===== src/rtl/bcc_pkg.sv =====
`timescale 1ns / 1ps

package bcc_pkg;

  // Number of cache slots and the width of a slot number.
  localparam int SLOTS  = 16;
  localparam int SLOT_W = (SLOTS > 1) ? $clog2(SLOTS) : 1;

  // Fixed field widths of the channels.
  localparam int TAG_W      = 24;
  localparam int ACT_W      = 2;
  localparam int SLOT_OUT_W = 4;

  // Action codes of a request item.
  localparam logic [ACT_W-1:0] ACT_GET   = 2'd0;
  localparam logic [ACT_W-1:0] ACT_MARK  = 2'd1;
  localparam logic [ACT_W-1:0] ACT_FLUSH = 2'd2;

  // Control from the sequencer to the slot store.
  typedef struct packed {
    logic [SLOT_W-1:0] rd_addr;
    logic              tag_we;
    logic [SLOT_W-1:0] tag_waddr;
    logic [TAG_W-1:0]  tag_wdata;
    logic              dirty_we;
    logic [SLOT_W-1:0] dirty_addr;
    logic              dirty_val;
  } slot_ctrl_t;

  // One response item as held in the output register.
  typedef struct packed {
    logic [SLOT_OUT_W-1:0] slot;
    logic                  hit;
    logic                  writeback_valid;
    logic [TAG_W-1:0]      writeback_block;
    logic                  read_valid;
    logic [TAG_W-1:0]      read_block;
    logic                  last;
  } result_t;

endpackage


===== src/rtl/bcc_in_if.sv =====
`timescale 1ns / 1ps

interface bcc_in_if;
  logic                        valid;
  logic                        ready;
  logic [bcc_pkg::ACT_W-1:0]   action;
  logic [bcc_pkg::TAG_W-1:0]   block_number;
  logic [3:0]                  target_slot;
  logic                        dirty_value;

  modport source (output valid, output action, output block_number, output target_slot,
                  output dirty_value, input ready);
  modport sink (input valid, input action, input block_number, input target_slot,
                input dirty_value, output ready);
endinterface


===== src/rtl/bcc_out_if.sv =====
`timescale 1ns / 1ps

interface bcc_out_if;
  logic                             valid;
  logic                             ready;
  logic [bcc_pkg::SLOT_OUT_W-1:0]   slot;
  logic                             hit;
  logic                             writeback_valid;
  logic [bcc_pkg::TAG_W-1:0]        writeback_block;
  logic                             read_valid;
  logic [bcc_pkg::TAG_W-1:0]        read_block;
  logic                             last;

  modport source (output valid, output slot, output hit, output writeback_valid,
                  output writeback_block, output read_valid, output read_block,
                  output last, input ready);
  modport sink (input valid, input slot, input hit, input writeback_valid,
                input writeback_block, input read_valid, input read_block,
                input last, output ready);
endinterface


===== src/rtl/bcc_ram.sv =====
`timescale 1ns / 1ps

module bcc_ram #(
  parameter int WIDTH = 8,
  parameter int DEPTH = 16
) (
  input  logic                                          clk,
  input  logic                                          we,
  input  logic [((DEPTH > 1) ? $clog2(DEPTH) : 1)-1:0] waddr,
  input  logic [WIDTH-1:0]                              wdata,
  input  logic [((DEPTH > 1) ? $clog2(DEPTH) : 1)-1:0] raddr,
  output logic [WIDTH-1:0]                              rdata
);

  logic [WIDTH-1:0] mem [DEPTH];

  always_ff @(posedge clk) begin
    if (we) begin
      mem[waddr] <= wdata;
    end
    rdata <= mem[raddr];
  end

endmodule


===== src/rtl/bcc_slot_store.sv =====
`timescale 1ns / 1ps

module bcc_slot_store (
  input  logic                            clk,
  input  logic                            rst,
  input  bcc_pkg::slot_ctrl_t             ctrl,
  output logic [bcc_pkg::TAG_W-1:0]       tag_rd,
  output logic [bcc_pkg::SLOTS-1:0]       dirty
);

  logic [bcc_pkg::SLOTS-1:0]  tag_valid;
  logic [bcc_pkg::SLOT_W-1:0] rd_addr_q;
  logic [bcc_pkg::TAG_W-1:0]  ram_rdata;

  bcc_ram #(
    .WIDTH (bcc_pkg::TAG_W),
    .DEPTH (bcc_pkg::SLOTS)
  ) u_tag_ram (
    .clk   (clk),
    .we    (ctrl.tag_we),
    .waddr (ctrl.tag_waddr),
    .wdata (ctrl.tag_wdata),
    .raddr (ctrl.rd_addr),
    .rdata (ram_rdata)
  );

  // A slot never retagged still holds its own number, as after reset.
  assign tag_rd = tag_valid[rd_addr_q] ? ram_rdata : bcc_pkg::TAG_W'(rd_addr_q);

  always_ff @(posedge clk) begin
    rd_addr_q <= ctrl.rd_addr;
    if (rst) begin
      tag_valid <= '0;
      dirty     <= '0;
    end else begin
      if (ctrl.tag_we) begin
        tag_valid[ctrl.tag_waddr] <= 1'b1;
      end
      if (ctrl.dirty_we) begin
        dirty[ctrl.dirty_addr] <= ctrl.dirty_val;
      end
    end
  end

endmodule


===== src/rtl/bcc_sequencer.sv =====
`timescale 1ns / 1ps

module bcc_sequencer (
  input  logic                        clk,
  input  logic                        rst,
  bcc_in_if.sink                      request,
  bcc_out_if.source                   response,
  output bcc_pkg::slot_ctrl_t         ctrl,
  input  logic [bcc_pkg::TAG_W-1:0]   tag_rd,
  input  logic [bcc_pkg::SLOTS-1:0]   dirty
);

  typedef enum logic [6:0] {
    S_IDLE  = 7'b0000001,
    S_GREAD = 7'b0000010,
    S_GCMP  = 7'b0000100,
    S_VREAD = 7'b0001000,
    S_VEMIT = 7'b0010000,
    S_FSCAN = 7'b0100000,
    S_FEMIT = 7'b1000000
  } state_t;

  localparam logic [bcc_pkg::SLOT_W-1:0] LAST_SLOT = bcc_pkg::SLOT_W'(bcc_pkg::SLOTS - 1);

  state_t                     state;
  logic [bcc_pkg::SLOT_W-1:0] idx;
  logic [bcc_pkg::SLOT_W-1:0] victim;
  logic [bcc_pkg::TAG_W-1:0]  num_q;
  bcc_pkg::result_t           resp;
  logic                       resp_valid;

  logic accept;
  logic out_free;
  logic match;
  logic higher_dirty;

  assign request.ready = (state == S_IDLE);
  assign accept        = request.valid && request.ready;
  assign out_free      = !resp_valid || response.ready;

  // The one tag comparator, used once per slot during a lookup.
  assign match = (tag_rd == num_q);

  always_comb begin
    higher_dirty = 1'b0;
    for (int j = 0; j < bcc_pkg::SLOTS; j++) begin
      if (dirty[j] && (j > int'(idx))) begin
        higher_dirty = 1'b1;
      end
    end
  end

  always_comb begin
    ctrl = '0;
    ctrl.rd_addr = ((state == S_VREAD) || (state == S_VEMIT)) ? victim : idx;
    if (accept && (request.action == bcc_pkg::ACT_MARK) &&
        (int'(request.target_slot) < bcc_pkg::SLOTS)) begin
      ctrl.dirty_we   = 1'b1;
      ctrl.dirty_addr = bcc_pkg::SLOT_W'(request.target_slot);
      ctrl.dirty_val  = request.dirty_value;
    end else if ((state == S_VEMIT) && out_free) begin
      ctrl.tag_we     = 1'b1;
      ctrl.tag_waddr  = victim;
      ctrl.tag_wdata  = num_q;
      ctrl.dirty_we   = 1'b1;
      ctrl.dirty_addr = victim;
      ctrl.dirty_val  = 1'b0;
    end
  end

  always_ff @(posedge clk) begin
    if (rst) begin
      state      <= S_IDLE;
      resp_valid <= 1'b0;
      victim     <= '0;
      idx        <= '0;
    end else begin
      if (resp_valid && response.ready) begin
        resp_valid <= 1'b0;
      end
      case (state)
        S_IDLE: begin
          if (accept) begin
            idx   <= '0;
            num_q <= request.block_number;
            case (request.action)
              bcc_pkg::ACT_GET:   state <= S_GREAD;
              bcc_pkg::ACT_FLUSH: state <= S_FSCAN;
              default:            state <= S_IDLE;
            endcase
          end
        end
        S_GREAD: state <= S_GCMP;
        S_GCMP: begin
          if (match) begin
            if (out_free) begin
              resp.slot            <= bcc_pkg::SLOT_OUT_W'(idx);
              resp.hit             <= 1'b1;
              resp.writeback_valid <= dirty[idx];
              resp.writeback_block <= dirty[idx] ? tag_rd : '0;
              resp.read_valid      <= 1'b0;
              resp.read_block      <= '0;
              resp.last            <= 1'b1;
              resp_valid           <= 1'b1;
              state                <= S_IDLE;
            end
          end else if (idx == LAST_SLOT) begin
            state <= S_VREAD;
          end else begin
            idx   <= idx + bcc_pkg::SLOT_W'(1);
            state <= S_GREAD;
          end
        end
        S_VREAD: state <= S_VEMIT;
        S_VEMIT: begin
          if (out_free) begin
            resp.slot            <= bcc_pkg::SLOT_OUT_W'(victim);
            resp.hit             <= 1'b0;
            resp.writeback_valid <= dirty[victim];
            resp.writeback_block <= dirty[victim] ? tag_rd : '0;
            resp.read_valid      <= 1'b1;
            resp.read_block      <= num_q;
            resp.last            <= 1'b1;
            resp_valid           <= 1'b1;
            victim <= (victim == LAST_SLOT) ? '0 : victim + bcc_pkg::SLOT_W'(1);
            state  <= S_IDLE;
          end
        end
        S_FSCAN: begin
          if (dirty[idx]) begin
            state <= S_FEMIT;
          end else if (idx == LAST_SLOT) begin
            // Nothing was dirty: a single empty closing item.
            if (out_free) begin
              resp.slot            <= '0;
              resp.hit             <= 1'b0;
              resp.writeback_valid <= 1'b0;
              resp.writeback_block <= '0;
              resp.read_valid      <= 1'b0;
              resp.read_block      <= '0;
              resp.last            <= 1'b1;
              resp_valid           <= 1'b1;
              state                <= S_IDLE;
            end
          end else begin
            idx <= idx + bcc_pkg::SLOT_W'(1);
          end
        end
        S_FEMIT: begin
          if (out_free) begin
            resp.slot            <= bcc_pkg::SLOT_OUT_W'(idx);
            resp.hit             <= 1'b0;
            resp.writeback_valid <= 1'b1;
            resp.writeback_block <= tag_rd;
            resp.read_valid      <= 1'b0;
            resp.read_block      <= '0;
            resp.last            <= !higher_dirty;
            resp_valid           <= 1'b1;
            if (higher_dirty) begin
              idx   <= idx + bcc_pkg::SLOT_W'(1);
              state <= S_FSCAN;
            end else begin
              state <= S_IDLE;
            end
          end
        end
        default: state <= S_IDLE;
      endcase
    end
  end

  assign response.valid           = resp_valid;
  assign response.slot            = resp.slot;
  assign response.hit             = resp.hit;
  assign response.writeback_valid = resp.writeback_valid;
  assign response.writeback_block = resp.writeback_block;
  assign response.read_valid      = resp.read_valid;
  assign response.read_block      = resp.read_block;
  assign response.last            = resp.last;

  a_hit_no_read: assert property (@(posedge clk) disable iff (rst)
    response.valid |-> !(response.hit && response.read_valid))
    else $error("hit item also requests a read");

  a_wb_block_zero: assert property (@(posedge clk) disable iff (rst)
    (response.valid && !response.writeback_valid) |-> (response.writeback_block == '0))
    else $error("write-back block not zero without write-back");

  a_empty_is_last: assert property (@(posedge clk) disable iff (rst)
    (response.valid && !response.hit && !response.read_valid && !response.writeback_valid)
      |-> response.last)
    else $error("empty flush item without closing mark");

  a_victim_moves: assert property (@(posedge clk) disable iff (rst)
    ((state == S_VEMIT) && out_free) |=> (victim != $past(victim)))
    else $error("victim pointer did not advance after a miss");

endmodule


===== src/rtl/block_cache_controller_unit.sv =====
`timescale 1ns / 1ps

// Tag and replacement controller for a fully associative write-back block cache of
// bcc_pkg::SLOTS slots, with a round-robin victim pointer. A request item either looks
// up a block (get), sets one slot's dirty mark (mark) or lists every dirty slot
// (flush); response items report the slot, a hit flag, any write-back and read that
// storage must perform, and a last flag on the final item of each get or flush. A
// miss clears the victim's dirty mark as it retags it; other write-backs leave the
// marks set. Requests are taken one at a time: the controller is ready only while it
// is idle, though it takes a new request while the previous response item still
// waits in the output register. All tags sit in a RAM with one write and one read
// port and a registered read and are checked by one shared comparator, one slot at
// a time: a get reads and then compares each slot until a hit, a miss then reads
// the victim's tag and emits, and a flush steps slot by slot and emits one item per
// dirty slot up to the last dirty one; a mark is taken without a response item.
// A response stall holds the controller until the output register frees.
module block_cache_controller_unit (
  input  logic      clk,
  input  logic      rst,
  bcc_in_if.sink    request,
  bcc_out_if.source response
);

  // Control from the sequencer to the tag RAM and dirty marks.
  bcc_pkg::slot_ctrl_t              ctrl;
  // Tag of the slot addressed in the previous cycle.
  logic [bcc_pkg::TAG_W-1:0]        tag_rd;
  // One dirty mark per slot, kept in flip-flops.
  logic [bcc_pkg::SLOTS-1:0]        dirty;

  // The sequencer steps through the slots and builds every response item.
  bcc_sequencer u_sequencer (
    .clk      (clk),
    .rst      (rst),
    .request  (request),
    .response (response),
    .ctrl     (ctrl),
    .tag_rd   (tag_rd),
    .dirty    (dirty)
  );

  // The slot store holds the tags, their reset-value valid bits and the dirty marks.
  bcc_slot_store u_slot_store (
    .clk    (clk),
    .rst    (rst),
    .ctrl   (ctrl),
    .tag_rd (tag_rd),
    .dirty  (dirty)
  );

endmodule

===== src/flat_wrapper.sv =====
// flat-port wrapper written by rule: the top's interface ports become plain ports
module block_cache_controller_unit_flat 
  (clk, rst, request_valid, request_action, request_block_number, request_target_slot, request_dirty_value, request_ready, response_valid, response_slot, response_hit, response_writeback_valid, response_writeback_block, response_read_valid, response_read_block, response_last, response_ready);
  bcc_in_if request_i ();
  bcc_out_if response_i ();
  input  logic clk;
  input  logic rst;
  input wire logic [$bits(request_i.valid)-1:0] request_valid;
  input wire logic [$bits(request_i.action)-1:0] request_action;
  input wire logic [$bits(request_i.block_number)-1:0] request_block_number;
  input wire logic [$bits(request_i.target_slot)-1:0] request_target_slot;
  input wire logic [$bits(request_i.dirty_value)-1:0] request_dirty_value;
  output wire logic [$bits(request_i.ready)-1:0] request_ready;
  output wire logic [$bits(response_i.valid)-1:0] response_valid;
  output wire logic [$bits(response_i.slot)-1:0] response_slot;
  output wire logic [$bits(response_i.hit)-1:0] response_hit;
  output wire logic [$bits(response_i.writeback_valid)-1:0] response_writeback_valid;
  output wire logic [$bits(response_i.writeback_block)-1:0] response_writeback_block;
  output wire logic [$bits(response_i.read_valid)-1:0] response_read_valid;
  output wire logic [$bits(response_i.read_block)-1:0] response_read_block;
  output wire logic [$bits(response_i.last)-1:0] response_last;
  input wire logic [$bits(response_i.ready)-1:0] response_ready;
  assign request_i.valid = request_valid;
  assign request_i.action = request_action;
  assign request_i.block_number = request_block_number;
  assign request_i.target_slot = request_target_slot;
  assign request_i.dirty_value = request_dirty_value;
  assign request_ready = request_i.ready;
  assign response_valid = response_i.valid;
  assign response_slot = response_i.slot;
  assign response_hit = response_i.hit;
  assign response_writeback_valid = response_i.writeback_valid;
  assign response_writeback_block = response_i.writeback_block;
  assign response_read_valid = response_i.read_valid;
  assign response_read_block = response_i.read_block;
  assign response_last = response_i.last;
  assign response_i.ready = response_ready;
  block_cache_controller_unit u_core (.clk(clk), .rst(rst), .request(request_i), .response(response_i));
endmodule

===== config.mk =====
export PLATFORM = sky130hd
export DESIGN_NAME = block_cache_controller_unit_flat
export DESIGN_NICKNAME = d
export VERILOG_FILES = /design/src/rtl/bcc_pkg.sv /design/src/rtl/bcc_in_if.sv /design/src/rtl/bcc_out_if.sv /design/src/rtl/bcc_ram.sv /design/src/rtl/bcc_slot_store.sv /design/src/rtl/bcc_sequencer.sv /design/src/rtl/block_cache_controller_unit.sv /design/src/flat_wrapper.sv
export SDC_FILE = /design/constraint.sdc
export NUM_CORES = 1
export LEC_CHECK = 0
export CAP_MARGIN = 15
export CORE_ASPECT_RATIO = 1.1
export CORE_MARGIN = 5
export CORE_UTILIZATION = 40
export DETAILED_ROUTE_END_ITERATION = 8
export DONT_BUFFER_PORTS = 1
export SYNTH_ARGS = -nofsm -noshare
export SYNTH_HDL_FRONTEND = slang
export SYNTH_SLANG_ARGS = --single-unit

===== constraint.sdc =====
create_clock -name clk -period 5.85 [get_ports clk]
set_input_delay 0.8775 -clock clk [delete_from_list [all_inputs] [get_ports clk]]
set_output_delay 0.8775 -clock clk [all_outputs]
set_load 0.01 [all_outputs]

---- Word-level counts from Yosys, hierarchy flattened ----
Memories as Yosys holds them, arrays and structs flattened. A register that Yosys moved wholly into a read port is not among the register bits.
Cells that the tools add are included.
word-level totals
  flip-flop bits (word level) ............. 132
  RAM bits ................................ 384
  output and inout port bits .............. 58
  memories ................................ 1
cells by class
  add/subtract/negate cells ............... 2
  $lt $le $gt $ge ......................... 22
  eq/ne operators ......................... 23
  muxes and demuxes ....................... 67
  bitwise gates (word level) .............. 2
  reductions and logical operators ........ 34
memories
  name                               depth  width  rd ports  clocked after Yosys merged registers in  write ports  line           source
  u_core.u_slot_store.u_tag_ram.mem  16     24     1         1                                        1            bcc_ram.sv:15  logic [WIDTH-1:0] mem [DEPTH];
operators by type and width
  operator             number
  $mux 56              7
  $pmux 56 s4          1
  $mux 24              3
  $pmux 7 s7           1
  $mux 7               6
  $mux 4               9
  $mux 35              1
  $gt 4x4->1 const A   8
  $mux 29              1
  $mux 1               27
  $lt 4x5->1 const B   5
  $eq 24x24->1         1
  $logic_and 1x1->1    21
  $ne 2x2->1 const B   9
  $bwmux 16            1
  $gt 3x4->1 const A   4
  $or 16x16->16        1
  $pmux 4 s4           1
  $bmux 1 s4           3
  $mux 6               2
  $pmux 6 s2           1
  $reduce_and 9->1     1
  $add 4x1->4 const B  2
  $demux 1 s4          2
  other kinds (25)     32

---- Longest topological paths before layout ----
  depth in word-level cells ............... 20
  mapped depth ............................ 13
  gate-level depth less buffers ........... 11

---- Cells and area by module ----
A second synthesis with hierarchy kept.
second synthesis, totals
  cell total of the unflattened synthesis .. 1,268
  area, all modules ....................... 21,519.4 um2
by module, submodules not included
  module          instances  cells an instance  area each (um2)  sequential area each (um2)
  bcc_ram         1          636                14,933.1         12,011.5
  bcc_sequencer   1          421                4,859.7          2,722.6
  bcc_slot_store  1          211                1,726.7          720.7

---- Least setup slack after synthesis ----
OpenSTA, ideal clock, no wires.
  path kind ............................... register -> register
  start point ............................. register u_core.u_slot_store.rd_addr_q[2] (netlist name)
  end point ............................... register, netlist name u_core.u_sequencer.response.hit
  data arrival time ....................... 3.723 ns
  required time ........................... 5.430 ns
  path slack .............................. 1.707 ns
  stages on the path, launching flop included .. 10
  path buffers ............................ 1
  clock period less this slack ............ 4.143 ns
  cell sequence ........................... dfxtp_1 -> buf_6 -> mux2_4 -> mux4_2 -> nor2_8 -> o31ai_1 -> a32o_1 -> nor4_4 -> a21o_1 -> and3_1
between the ends
  longest elaborated chain between the ends .. 6
ends and longest elaborated chain
  element                                line                  source
  start: declaration                     bcc_slot_store.sv:12  logic [bcc_pkg::SLOT_W-1:0] rd_addr_q;
  start signal: assignment               bcc_slot_store.sv:31  rd_addr_q <= ctrl.rd_addr;
  $bmux 1 s4                             bcc_slot_store.sv:28  assign tag_rd = tag_valid[rd_addr_q] ? ram_rdata : bcc_pkg::TAG_W'(rd_addr_q);
  $mux 1 (not written as such)           bcc_slot_store.sv:28
  $mux 24 (*)                            bcc_slot_store.sv:28
  $eq 24x24->1 (*)                       bcc_sequencer.sv:42   assign match = (tag_rd == num_q);
  $ne 2x2->1 (no source line) (*)        -
  $reduce_and 9->1 (no source line) (*)  -
Mark *: on every way between the ends. The rest lies on a longest branch, timed or not. The select of a mux whose other input is x is not followed.
A chain may end at the register's enable or synchronous reset.

---- Worst setup path in the final report ----
  start point ............................. register u_core.u_slot_store.rd_addr_q[2] (netlist name)
  end point ............................... register, netlist name u_core.u_sequencer.response.writeback_block[7]
between the ends
  longest elaborated chain between the ends .. 6
ends and longest elaborated chain
  element                                line
  $bmux 1 s4                             bcc_slot_store.sv:28
  $mux 1 (not written as such)           bcc_slot_store.sv:28
  $mux 24 (*)                            bcc_slot_store.sv:28
  $eq 24x24->1 (*)                       bcc_sequencer.sv:42
  $ne 2x2->1 (no source line) (*)        -
  $reduce_and 9->1 (no source line) (*)  -
Marked as above.

==> results.sh <==
export IMPL_status="completed"
export IMPL_vias=14477
export IMPL_slew_violations=0
export IMPL_ys_warn_count=0
export IMPL_synth_ff_type="edfxtp_1"
export IMPL_synth_distinct_cells=71
export IMPL_worst_pin_slew_ns=1.10
export IMPL_fin_util_pct=45.3
export IMPL_synth_top_cell_area_share_pct=62.4
export IMPL_grt_pass1_vias=13644
export IMPL_die_w_um=235
export IMPL_setup_viol=0
export IMPL_place_congestion=0.877
export IMPL_io_buffers=0
export IMPL_yosys_area_top_type="edfxtp_1"
export IMPL_clk_root_buffer_cell="clkbuf_16"
export IMPL_cts_hold_buffers=0
export IMPL_final_nets=1839
export IMPL_cts_htree_levels=2
export IMPL_cp_data_arrival_time_ns=4.55
export IMPL_startpoint_type="register"
export IMPL_skew_ns=0.0178
export IMPL_die_h_um=258
export IMPL_syn2layout_area_growth_pct=11.6
export IMPL_die_area_um2=60700
export IMPL_cts_buffers_inserted=50
export IMPL_min_path_type="in2reg"
export IMPL_endpoint_kind="register"
export IMPL_ys_async_sr_fraction_pct=0
export IMPL_clock_latency_ns=0.61
export IMPL_drt_initial_drc_count=1415
export IMPL_syn_instance_count=1819
export IMPL_dp_hpwl_um=33200
export IMPL_cts_max_path_buffers=3
export IMPL_synth_seq_cells=540
export IMPL_p_leak_nw=8.15
export IMPL_ant_nets=0
export IMPL_ys_seq_area_share_pct=69.2
export IMPL_worstSetupPathType="reg2reg"
export IMPL_drc=0
export IMPL_io_pins=93
export IMPL_dr_pass1_iters=7
export IMPL_synth_edf_count=464
export IMPL_tns_ns=0
export IMPL_post_drt_wl_per_cell_um=22.6
export IMPL_syn_cell_area_um2=22300
export IMPL_post_cts_buffers=0
export IMPL_grt_start_max_net_pins=130
export IMPL_rows=90
export IMPL_clk_pin_slew_ns=0.07
export IMPL_cts_resized=0
export IMPL_start_util_pct=40.5
export IMPL_layout_drive_gt1_share_pct=9.84
export IMPL_grt_overflow=0
export IMPL_insertedDiodeCount=0
export IMPL_fmax_ghz=0.234
export IMPL_fin_crit_sh_pct=73.2
export IMPL_maxSlewHeadroom_pct=26.7
export IMPL_antenna_found_initial=2
export IMPL_synth_nets=1858
export IMPL_clkSinkCount=540
export IMPL_crit_fanout=26
export IMPL_ir_drop_v=0.000193
export IMPL_fin_crit_ns=4.28
export IMPL_rsz0062_at_grt="no"
export IMPL_grt_usage_pct=18.5
export IMPL_synth_area_leaders="edfxtp_1 62%, nand2_1 7.3%, dfxtp_1 6.8%"
export IMPL_cts_tree="yes"
export IMPL_p_per_area_nw_per_um2=300
export IMPL_grt_first_pass_wirelength_um=87200
export IMPL_syn_area_per_cell_um2=12.3
export IMPL_drv_cap=0
export IMPL_via_per_inst=5.62
export IMPL_finalHoldViolCount=0
export IMPL_coreArea_um2=55100
export IMPL_finalWirelength_um=58100
export IMPL_crit_required_ns=6.12
cell type report:
type / count / area (um^2)
multi-input combinational: 1156 / 6550
clock buffer: 68 / 1400
inverter: 15 / 62.6
sequential: 540 / 15500
clock inverter: 24 / 226
timing repair buffer: 37 / 307
tap: 736 / 921
fill: 4881 / 30100
worst max-delay path: stages, from the launching register on:
cell and delay (ns):
dfxtp_1 0.79, mux2_1 0.39, mux4_2 0.57, nor2_8 0.19, o31ai_1 0.10, a32o_1 0.29, nor4_4 0.43, a21o_1 0.20
and3_2 0.56, buf_4 0.41
flip-flops by register name, indices dropped and copies added, names as in the netlist, 4 cells and up:
register	count
u_core.u_slot_store.u_tag_ram.mem	384
u_core.u_sequencer.response.writeback_block	24
u_core.u_sequencer.num_q	24
u_core.u_sequencer.response.read_block	24
u_core.u_slot_store.dirty	16
u_core.u_sequencer.state	7
u_core.u_sequencer.response.slot	4
u_core.u_slot_store.u_tag_ram.rdata	24
u_core.u_slot_store.tag_valid	16
u_core.u_sequencer.idx	4
u_core.u_slot_store.rd_addr_q	4
u_core.u_sequencer.victim	4
per-layer routing:
metal  global-route usage (%)  up-vias  routed length [um]
li1                         -     6631                   -
met4                     5.98        2                1780
met3                     3.07      109                3770
met2                     30.4      556               28000
met1                     25.5     7179               24600
met5                        0        -                  13
logic make-up (layout without fill, tap and decap cells):
| kind of cell | after synthesis | after routing | share of synthesized area, % |
|---|---|---|---|
| muxes | 33 | 33 | 2.36 |
| buffers and inverters | 123 | 144 | 2.24 |
| and+or+nand+nor | 873 | 873 | 18.0 |
| xor gates and xnor gates | 18 | 18 | 0.706 |
| DFF | 540 | 540 | 69.2 |
| adders and majority gates | 4 | 4 | 0.224 |
| AOI/OAI and AO/OA | 228 | 228 | 7.27 |
path summary, 6_finish.rpt:
kind	endpoint	cells past startpoint	from	slack [ns]
max reg2reg	u_core.u_sequencer.response.writeback_block[7]	9	u_core.u_slot_store.rd_addr_q[2]	1.57
min reg2reg	u_core.u_slot_store.tag_valid[8]	1	u_core.u_slot_store.tag_valid[8]	0.47
min	u_core.u_slot_store.dirty[12]	1	rst	0.35
max	u_core.u_sequencer.response.writeback_block[7]	9	u_core.u_slot_store.rd_addr_q[2]	1.57
Yosys cell counts, drive strengths merged, types with 3 or more instances:
| cell type | count |
|---|---|
| dfxtp | 76 |
| nand2b | 8 |
| and4b | 3 |
| nand4 | 4 |
| o21a | 17 |
| nand2 | 437 |
| mux4 | 14 |
| nand4b | 4 |
| nor2 | 57 |
| and2 | 66 |
| a31oi | 30 |
| a311oi | 55 |
| a21o | 4 |
| mux2 | 6 |
| a21oi | 46 |
| a32o | 4 |
| buf | 29 |
| nor4 | 6 |
| inv | 14 |
| ha | 4 |
| mux2i | 13 |
| or2 | 7 |
| xor2 | 9 |
| nor3 | 33 |
| clkbuf | 79 |
| xnor2 | 9 |
| nor2b | 4 |
| o21ai | 37 |
| and3 | 30 |
| o31ai | 7 |
| o22ai | 5 |
| edfxtp | 464 |
| nand3 | 207 |
per-stage QoR:
step / total power [mW] / setup slack [ns] / area [um^2] / hold slack (ns) / instances
2_1_floorplan: 4.31 / 1.71 / 22300 / 0.435 / 1819
3_3_place_gp: 4.34 / 1.62 / 23300 / 0.459 / 2483
3_5_place_dp: 4.34 / 1.57 / 23300 / 0.460 / 2483
4_1_cts: 7.54 / 1.55 / 24900 / 0.313 / 2575
5_1_grt: 7.70 / 1.33 / 24900 / 0.319 / 2576
6_report: 7.49 / 1.57 / 24900 / 0.351 / 2576
cells in the final DEF, fill, tap and decap left out, types with 17 or more instances in the layout:
cell	Yosys	layout
a21oi_1	42	42
a311oi_1	55	55
a31oi_1	30	30
and2_1	66	66
and3_1	30	29
buf_4	0	34
clkbuf_16	0	51
dfxtp_1	76	76
edfxtp_1	464	464
nand2_1	437	437
nand3_1	207	207
nor2_1	55	43
nor3_1	32	26
o21a_1	17	17
o21ai_0	32	32
where the power goes:
| group | internal [mW] | total, mW | switching, mW |
|---|---|---|---|
| Sequential | 4.14 | 4.16 | 0.0273 |
| Combinational | 0.0320 | 0.0968 | 0.0648 |
| Clock | 1.82 | 3.23 | 1.41 |
No activity file was read; power rests on OpenSTA's default activity.
